<file path="config.mk">
export PLATFORM = sky130hd
export DESIGN_NAME = ipv6_text_address_parser
export DESIGN_NICKNAME = d
export VERILOG_FILES = /design/src/hdl/i6ap_pkg.sv /design/src/hdl/i6ap_parse.sv /design/src/hdl/i6ap_expand.sv /design/src/hdl/ipv6_text_address_parser.sv
export SDC_FILE = /design/constraint.sdc
export NUM_CORES = 1
export LEC_CHECK = 0
export BUFFER_PORTS_ARGS = -buffer_cell sky130_fd_sc_hd__buf_2
export CAP_MARGIN = 0
export CORE_MARGIN = 3
export CORE_UTILIZATION = 56
export CTS_CLUSTER_SIZE = 12
export DETAILED_ROUTE_END_ITERATION = 8
export PLACE_DENSITY = 0.78
export SYNTH_ARGS = -nofsm -noshare
export SYNTH_HDL_FRONTEND = slang
export SYNTH_SLANG_ARGS = --single-unit
</file>
<file path="constraint.sdc">
create_clock -name clk_i -period 10.2 [get_ports clk_i]
set_clock_uncertainty 0.1 [all_clocks]
set_input_delay 0.51 -clock clk_i [delete_from_list [all_inputs] [get_ports clk_i]]
set_output_delay 0.51 -clock clk_i [all_outputs]
set_load 0.02 [all_outputs]
</file>
<file path="src/hdl/i6ap_pkg.sv">
// shared types, constants and a helper function for the ipv6 text address parser
// no dependencies; used by i6ap_parse, i6ap_expand and ipv6_text_address_parser
`default_nettype none

package i6ap_pkg;

  localparam int NumGroups = 8;
  localparam int GroupW    = 16;
  localparam int AddrW     = NumGroups * GroupW;

  localparam logic [3:0] MaxGroups = 4'd8;
  localparam logic [2:0] MaxDigits = 3'd4;

  localparam logic [7:0] ChNul   = 8'h00;
  localparam logic [7:0] ChColon = 8'h3a;
  localparam logic [7:0] ChZero  = 8'h30;
  localparam logic [7:0] ChNine  = 8'h39;
  localparam logic [7:0] ChLowA  = 8'h61;
  localparam logic [7:0] ChLowF  = 8'h66;
  localparam logic [7:0] ChUpA   = 8'h41;
  localparam logic [7:0] ChUpF   = 8'h46;
  localparam logic [7:0] HexTen  = 8'd10;

  typedef enum logic [2:0] {
    PH_START       = 3'd0,
    PH_START_COLON = 3'd1,
    PH_GROUP_START = 3'd2,
    PH_IN_GROUP    = 3'd3,
    PH_AFTER_COLON = 3'd4
  } phase_e;

  // string summary at the terminating nul, group store already closed
  typedef struct packed {
    logic       err;
    logic       zrs;
    logic [3:0] zpos;
    logic [3:0] cnt;
  } fin_t;

  // {hit, value} of a hex digit, either case
  function automatic logic [4:0] nibble_of(input logic [7:0] c);
    logic [7:0] v;
    logic       hit;
    v   = 8'd0;
    hit = 1'b0;
    if (c >= ChZero && c <= ChNine) begin
      v   = c - ChZero;
      hit = 1'b1;
    end else if (c >= ChLowA && c <= ChLowF) begin
      v   = c - ChLowA + HexTen;
      hit = 1'b1;
    end else if (c >= ChUpA && c <= ChUpF) begin
      v   = c - ChUpA + HexTen;
      hit = 1'b1;
    end
    return {hit, v[3:0]};
  endfunction

endpackage

`default_nettype wire

</file>
<file path="src/hdl/i6ap_parse.sv">
// per-character parse state machine and group store
// depends on i6ap_pkg
`default_nettype none

module i6ap_parse (
  input  wire logic                                         clk_i,
  input  wire logic                                         rst_ni,
  input  wire logic                                         step_i,
  input  wire logic [7:0]                                   char_i,
  output i6ap_pkg::fin_t                                    fin_o,
  output logic [i6ap_pkg::NumGroups-1:0][i6ap_pkg::GroupW-1:0] groups_o
);

  i6ap_pkg::phase_e phase_q, phase_d;
  logic [3:0]  cnt_q, cnt_d;
  logic [3:0]  zpos_q, zpos_d;
  logic        zrs_q, zrs_d;
  logic [2:0]  dig_q, dig_d;
  logic [15:0] val_q, val_d;
  logic        err_q, err_d;

  logic [i6ap_pkg::NumGroups-1:0][i6ap_pkg::GroupW-1:0] store_q;
  logic        store_we;
  logic [2:0]  store_waddr;

  logic [4:0]  nib;
  logic        is_colon;
  logic        do_open;
  logic        do_close;
  logic        cnt_full;
  logic        fin_close;

  always_comb begin
    nib         = i6ap_pkg::nibble_of(char_i);
    is_colon    = (char_i == i6ap_pkg::ChColon);
    cnt_full    = (cnt_q >= i6ap_pkg::MaxGroups);
    phase_d     = phase_q;
    cnt_d       = cnt_q;
    zpos_d      = zpos_q;
    zrs_d       = zrs_q;
    dig_d       = dig_q;
    val_d       = val_q;
    err_d       = err_q;
    store_we    = 1'b0;
    store_waddr = cnt_q[2:0];
    do_open     = 1'b0;
    do_close    = 1'b0;

    if (char_i == i6ap_pkg::ChNul) begin
      phase_d = i6ap_pkg::PH_START;
      cnt_d   = 4'd0;
      zpos_d  = 4'd0;
      zrs_d   = 1'b0;
      dig_d   = 3'd0;
      val_d   = 16'd0;
      err_d   = 1'b0;
    end else if (!err_q) begin
      unique case (phase_q)
        i6ap_pkg::PH_START: begin
          if (is_colon) begin
            phase_d = i6ap_pkg::PH_START_COLON;
          end else begin
            do_open = 1'b1;
          end
        end
        i6ap_pkg::PH_START_COLON: begin
          if (is_colon) begin
            zrs_d   = 1'b1;
            zpos_d  = 4'd0;
            phase_d = i6ap_pkg::PH_GROUP_START;
          end else begin
            err_d = 1'b1;
          end
        end
        i6ap_pkg::PH_GROUP_START: begin
          do_open = 1'b1;
        end
        i6ap_pkg::PH_IN_GROUP: begin
          if (nib[4]) begin
            if (dig_q >= i6ap_pkg::MaxDigits) begin
              err_d = 1'b1;
            end else begin
              val_d = {val_q[11:0], nib[3:0]};
              dig_d = dig_q + 3'd1;
            end
          end else if (is_colon) begin
            do_close = 1'b1;
            phase_d  = i6ap_pkg::PH_AFTER_COLON;
          end else begin
            err_d = 1'b1;
          end
        end
        i6ap_pkg::PH_AFTER_COLON: begin
          if (is_colon) begin
            if (zrs_q) begin
              err_d = 1'b1;
            end else begin
              zrs_d   = 1'b1;
              zpos_d  = cnt_q;
              phase_d = i6ap_pkg::PH_GROUP_START;
            end
          end else begin
            do_open = 1'b1;
          end
        end
        default: begin
          err_d = 1'b1;
        end
      endcase

      if (do_open) begin
        if (cnt_full || !nib[4]) begin
          err_d = 1'b1;
        end else begin
          val_d   = {12'd0, nib[3:0]};
          dig_d   = 3'd1;
          phase_d = i6ap_pkg::PH_IN_GROUP;
        end
      end

      if (do_close) begin
        if (cnt_full) begin
          err_d = 1'b1;
        end else begin
          store_we = 1'b1;
          cnt_d    = cnt_q + 4'd1;
          dig_d    = 3'd0;
          val_d    = 16'd0;
        end
      end
    end
  end

  always_ff @(posedge clk_i or negedge rst_ni) begin
    if (!rst_ni) begin
      phase_q <= i6ap_pkg::PH_START;
      cnt_q   <= 4'd0;
      zpos_q  <= 4'd0;
      zrs_q   <= 1'b0;
      dig_q   <= 3'd0;
      val_q   <= 16'd0;
      err_q   <= 1'b0;
    end else if (step_i) begin
      phase_q <= phase_d;
      cnt_q   <= cnt_d;
      zpos_q  <= zpos_d;
      zrs_q   <= zrs_d;
      dig_q   <= dig_d;
      val_q   <= val_d;
      err_q   <= err_d;
    end
  end

  always_ff @(posedge clk_i) begin
    if (step_i && store_we) begin
      store_q[store_waddr] <= val_q;
    end
  end

  // summary as it stands once the open group is closed by the nul
  always_comb begin
    fin_close = !err_q && (phase_q == i6ap_pkg::PH_IN_GROUP) && !cnt_full;
    fin_o.err = err_q || (phase_q == i6ap_pkg::PH_START_COLON)
             || ((phase_q == i6ap_pkg::PH_IN_GROUP) && cnt_full);
    fin_o.zrs  = zrs_q;
    fin_o.zpos = zpos_q;
    fin_o.cnt  = cnt_q + {3'd0, fin_close};
    for (int i = 0; i < i6ap_pkg::NumGroups; i++) begin
      if (fin_close && (cnt_q[2:0] == 3'(i))) begin
        groups_o[i] = val_q;
      end else begin
        groups_o[i] = store_q[i];
      end
    end
  end

endmodule

`default_nettype wire

</file>
<file path="src/hdl/i6ap_expand.sv">
// zero-run expansion of the collected groups into the 128-bit address
// depends on i6ap_pkg
`default_nettype none

module i6ap_expand (
  input  wire i6ap_pkg::fin_t                               fin_i,
  input  wire logic [i6ap_pkg::NumGroups-1:0][i6ap_pkg::GroupW-1:0] groups_i,
  output logic                                              ok_o,
  output logic [63:0]                                       addr_high_o,
  output logic [63:0]                                       addr_low_o
);

  logic [3:0]                  fill;
  logic [4:0]                  run_end;
  logic [i6ap_pkg::AddrW-1:0]  flat;
  logic [i6ap_pkg::AddrW-1:0]  shifted;
  logic [i6ap_pkg::AddrW-1:0]  addr;
  logic [7:0]                  shamt;
  logic [4:0]                  idx;

  always_comb begin
    ok_o    = !fin_i.err && (fin_i.zrs || (fin_i.cnt == i6ap_pkg::MaxGroups));
    fill    = i6ap_pkg::MaxGroups - fin_i.cnt;
    run_end = {1'b0, fin_i.zpos} + {1'b0, fill};
    // group 0 sits in the top lane
    for (int i = 0; i < i6ap_pkg::NumGroups; i++) begin
      flat[i6ap_pkg::AddrW-1-i*i6ap_pkg::GroupW -: i6ap_pkg::GroupW] = groups_i[i];
    end
    // tail groups slide down by the run length
    shamt   = {fill, 4'd0};
    shifted = flat >> shamt;
    for (int i = 0; i < i6ap_pkg::NumGroups; i++) begin
      idx = 5'(i);
      if (!fin_i.zrs || (idx < {1'b0, fin_i.zpos})) begin
        addr[i6ap_pkg::AddrW-1-i*i6ap_pkg::GroupW -: i6ap_pkg::GroupW] =
          flat[i6ap_pkg::AddrW-1-i*i6ap_pkg::GroupW -: i6ap_pkg::GroupW];
      end else if (idx < run_end) begin
        addr[i6ap_pkg::AddrW-1-i*i6ap_pkg::GroupW -: i6ap_pkg::GroupW] = '0;
      end else begin
        addr[i6ap_pkg::AddrW-1-i*i6ap_pkg::GroupW -: i6ap_pkg::GroupW] =
          shifted[i6ap_pkg::AddrW-1-i*i6ap_pkg::GroupW -: i6ap_pkg::GroupW];
      end
    end
    if (ok_o) begin
      addr_high_o = addr[127:64];
      addr_low_o  = addr[63:0];
    end else begin
      addr_high_o = 64'd0;
      addr_low_o  = 64'd0;
    end
  end

endmodule

`default_nettype wire

</file>
<file path="src/hdl/ipv6_text_address_parser.sv">
// a nul character is registered in the input register, and its result in the result register
// throughput: one character per cycle; the only stall is a nul that meets an
//   unread result, set by the single result register
// reset (rst_ni, async, active low) returns the parser to the start of a string
//   and empties both the input and the result register
// top level of the ipv6 text address parser; depends on i6ap_pkg,
// i6ap_parse and i6ap_expand
`default_nettype none

module ipv6_text_address_parser (
  input  wire logic        clk_i,
  input  wire logic        rst_ni,
  // character channel
  input  wire logic        in_valid_i,
  output logic             in_stall_o,
  input  wire logic [7:0]  character_i,
  // result channel
  output logic             out_valid_o,
  input  wire logic        out_stall_i,
  output logic             valid_res_o,
  output logic [63:0]      address_high_o,
  output logic [63:0]      address_low_o
);

  // input register
  logic        in_valid_q;
  logic [7:0]  char_q;

  // result register
  logic        out_valid_q;
  logic        res_ok_q;
  logic [63:0] res_high_q;
  logic [63:0] res_low_q;

  logic           is_nul;
  logic           blocked;
  logic           consume;
  logic           res_load;
  i6ap_pkg::fin_t fin;
  logic [i6ap_pkg::NumGroups-1:0][i6ap_pkg::GroupW-1:0] groups;
  logic           ok;
  logic [63:0]    addr_high;
  logic [63:0]    addr_low;

  // a nul can only move on when the result register is free or being read
  assign is_nul     = (char_q == i6ap_pkg::ChNul);
  assign blocked    = is_nul && out_valid_q && out_stall_i;
  assign in_stall_o = in_valid_q && blocked;
  assign consume    = in_valid_q && !blocked;
  assign res_load   = consume && is_nul;

  always_ff @(posedge clk_i or negedge rst_ni) begin
    if (!rst_ni) begin
      in_valid_q <= 1'b0;
    end else if (!in_stall_o) begin
      in_valid_q <= in_valid_i;
    end
  end

  always_ff @(posedge clk_i) begin
    if (!in_stall_o && in_valid_i) begin
      char_q <= character_i;
    end
  end

  // state update for the character in the input register
  i6ap_parse u_parse (
    .clk_i    (clk_i),
    .rst_ni   (rst_ni),
    .step_i   (consume),
    .char_i   (char_q),
    .fin_o    (fin),
    .groups_o (groups)
  );

  // result formed from the pre-nul state, captured as the nul is consumed
  i6ap_expand u_expand (
    .fin_i       (fin),
    .groups_i    (groups),
    .ok_o        (ok),
    .addr_high_o (addr_high),
    .addr_low_o  (addr_low)
  );

  always_ff @(posedge clk_i or negedge rst_ni) begin
    if (!rst_ni) begin
      out_valid_q <= 1'b0;
    end else if (res_load) begin
      out_valid_q <= 1'b1;
    end else if (!out_stall_i) begin
      out_valid_q <= 1'b0;
    end
  end

  always_ff @(posedge clk_i) begin
    if (res_load) begin
      res_ok_q   <= ok;
      res_high_q <= addr_high;
      res_low_q  <= addr_low;
    end
  end

  assign out_valid_o    = out_valid_q;
  assign valid_res_o    = res_ok_q;
  assign address_high_o = res_high_q;
  assign address_low_o  = res_low_q;

  // a failed parse always reports an all-zero address
  a_err_zero: assert property (@(posedge clk_i) disable iff (!rst_ni)
    out_valid_o && !valid_res_o |-> address_high_o == 64'd0 && address_low_o == 64'd0)
    else $error("failed parse with nonzero address");

  // the character side stalls only for a nul that meets an unread result
  a_stall_cause: assert property (@(posedge clk_i) disable iff (!rst_ni)
    in_stall_o |-> in_valid_q && is_nul && out_valid_q && out_stall_i)
    else $error("character stall without a blocked nul");

  // a result that is read is not followed by another unless a nul was consumed
  a_res_from_nul: assert property (@(posedge clk_i) disable iff (!rst_ni)
    out_valid_q && !out_stall_i && !(in_valid_q && is_nul) |=> !out_valid_q)
    else $error("result transaction without a nul");

  // a consumed non-nul character never produces a result
  a_no_res_non_nul: assert property (@(posedge clk_i) disable iff (!rst_ni)
    !out_valid_q && !(in_valid_q && is_nul) |=> !out_valid_q)
    else $error("result appeared without a nul");

endmodule

`default_nettype wire
</file>
==> impl_metrics.yaml <==
clock_tree:
  cts_max_level: 2
  clockBufferDepth: 3
  post_cts_resized: 0
  clock_sinks: 299
  postCtsSetupRepairBufs: 0
  cts_tree: "yes"
  numCtsBuffers: 34
  path_clk_slew_ns: 0.06
  clk_latency_ns: 0.52
  cts_hold_buffers: 0
  cts_root_buf: "clkbuf_16"
drt:
  drtPass1Iterations: 8
  drcViolationCount: 0
  drtIter0Drc: 2511
  vias: 14500
  drtAntennaViolNets: 0
  viasPerCell: 7.08
  wirelength_um: 59200
  wl_per_cell_um: 28.9
sta:
  fmax_ghz: 0.158
  finalSetupTns_ns: 0
  fin_crit_sh_pct: 62.0
  fin_ws_ns: 3.88
  rsz0062_at_grt: "no"
  max_slew_margin_pct: 9.61
  fin_crit_ns: 6.32
  final_max_slew_viol_count: 0
  setup_violations: 0
  hold_slack_ns: -0.0151
  hold_viol: 14
  worst_pin_slew_ns: 1.35
final_layout:
  antennaDiodeCount: 0
  layout.cells.non_filler: 2047
  syn2layout_area_growth_pct: 11.2
  drive_gt1_share_pct: 24.0
  nFillCells: 2402
  nets: 1662
  final_util_pct: 63.9
yosys:
  synthAdderAreaFrac_pct: 1.52
  synth_fp_nets: 1578
  syn_area_per_cell_um2: 11.5
  synth_top_family_by_area: "compound AO/OA/AOI/OAI gates"
  synth_seq_cells: 299
  yosysTopAreaCellShare_pct: 44.8
  synth_cell_types: 95
  ys_seq_area_share_pct: 49.6
  yosysMostFrequentCell: "edfxtp_1"
  yosysTopAreaCell: "edfxtp_1"
  ys_warn_count: 0
  netlist_top_cells_count: "edfxtp_1, nor2_1, mux2i_1"
  synthFlopType: "edfxtp_1"
  synthCells: 1545
  synthSimpleGateAreaFrac_pct: 10.7
  synth_xor_area_share_pct: 0.296
  synth_mux_area_share_pct: 15.7
  async_flop_share_pct: 11.4
  syn_area_mm2: 0.0178
  synth_edf_count: 265
  synthTopCellsByArea: "edfxtp_1, mux2i_1, dfrtp_1"
  synth-compound-area-share_pct: 18.1
global_route:
  grt_pass1_wl_um: 88500
  antenna_found_initial: 1
  grt_usage_pct: 34.4
  grt_pass1_vias: 14000
  grt_max_degree: 75
  grt_overflow: 0
placement:
  gp_congestion: 0.940
  dp.cells: 1989
  place_ws_ns: 4.07
  hpwl_um: 38400
  portBuffers: 142
run:
  cap_violations: 0
power:
  power_density_mw_per_mm2: 164
  max-vdd-ir-drop_v: 0.000128
  p_leak_nw: 7.87
status:
  status: "finished with violations"
  violations: "hold timing"
floorplanning:
  die_area_mm2: 0.0339
  ios: 143
  fp.dieH_um: 184
  core_mm2: 0.0309
  die_x_um: 184
  start_util_pct: 57.5
  rows: 64
setup_path:
  startpoint_type: "register"
  crit_arrival_ns: 6.56
  endpoint_kind: "register"
  required_ns: 10.44
  worstPathMaxFanout: 54
  path_class: "reg2reg"
hold_path:
  hold_class: "in2async"
==> per-layer routing <==
layer	wire length (µm)	share of wire [%]	track usage, %	vias up
li1	-	-	-	6155
met4	2600	4.4	13.4	2
met2	25300	43	50.6	1190
met3	8800	15	9.67	201
met1	22500	38	48.8	6947
met5	10	0.017	0	-
==> metrics by stage <==
step	area [µm²]	total power [mW]
global route	19800	3.32
detailed placement	18700	2.01
global placement	18700	2.00
floorplan	17800	1.85
CTS	19800	3.21
finish	19800	3.23
==> path summary, 6_finish.rpt <==
| path | slack, ns | end | start | cells past startpoint |
|---|---|---|---|---|
| hold reg to reg | 0.44 | u_parse.dig_q[1] | u_parse.dig_q[1] | 1 |
| max in group asynchronous | 9.50 | u_parse.cnt_q[2] | rst_ni | 1 |
| setup / recovery | 3.88 | address_high_o[41] | u_parse.cnt_q[3] | 16 |
| min in group clk_i | 0.08 | char_q[7] | character_i[7] | 1 |
| hold / removal | -0.02 | u_parse.val_q[8] | rst_ni | 1 |
| setup reg to reg | 3.88 | address_high_o[41] | u_parse.cnt_q[3] | 16 |
==> area by class of cell <==
| class | instances | area, µm² | share of cell area [%] |
|---|---|---|---|
| clock inverters | 10 | 76.3 | 0.386 |
| repair buffers | 174 | 951 | 4.81 |
| multi-input cells | 1093 | 8300 | 42.0 |
| well taps | 396 | 495 | 2.51 |
| clock buffers | 48 | 1020 | 5.16 |
| flip-flops and latches | 299 | 8810 | 44.6 |
| inverters | 27 | 106 | 0.538 |
==> sequential cells by signal (all words and copies together), names as in the netlist, 3 cells and up <==
signal	cells
u_parse.store_q	128
address_high_o	64
address_low_o	64
u_parse.val_q	16
char_q	8
u_parse.cnt_q	4
u_parse.zpos_q	4
u_parse.dig_q	3
u_parse.phase_q	3
==> critical path: stages (launching register included) <==
cell and delay, ns:
dfrtp_1 0.75, nand4bb_4 0.30, nor2_1 0.10, ha_2 0.35, buf_4 0.62, inv_2 0.09, ha_2 0.24, xnor2_1 0.40
xnor2_2 0.15, buf_4 0.49, inv_2 0.07, ha_1 0.33, xnor2_1 0.30, and2_1 0.23, o2111ai_2 0.64, or2_1 0.71
o22ai_1 0.26
==> power breakdown <==
| group | leakage [nW] | total (mW) | internal [mW] | switching (mW) |
|---|---|---|---|---|
| Clock | 0.534 | 1.22 | 0.721 | 0.496 |
| Sequential | 2.95 | 1.40 | 1.34 | 0.0548 |
| Combinational | 4.39 | 0.617 | 0.222 | 0.395 |
| Total | 7.87 | 3.23 | 2.29 | 0.946 |
==> cells by family after synthesis <==
kind of cell    after synthesis
compound gates              449
flops                       299
buf+inv                     153
xor+xnor                      6
simple gates                394
fa+ha+maj                    21
mux                         223
==> cells in the final DEF, fill, tap and decap left out, types with 9 or more instances in the layout <==
cell type and n:
inv_1 22, or2_2 9, o22ai_1 31, a211oi_1 40, mux2_4 16, clkbuf_16 39, o2bb2ai_1 9, nor2_1 150
mux4_2 28, edfxtp_1 265, a21oi_1 105, buf_2 142, mux2i_1 116, mux2_2 54, o21ba_2 11, nor2b_1 14
o22a_1 22, a22o_1 14, o211ai_1 19, and3_1 26, o21ai_0 49, buf_4 32, nand3_1 24, nand2_1 98
o21bai_1 10, a221oi_1 20, ha_1 18, a31o_2 9, dfrtp_1 34, nor3_1 21, a22oi_1 35
(Power assumes the default switching activity.)
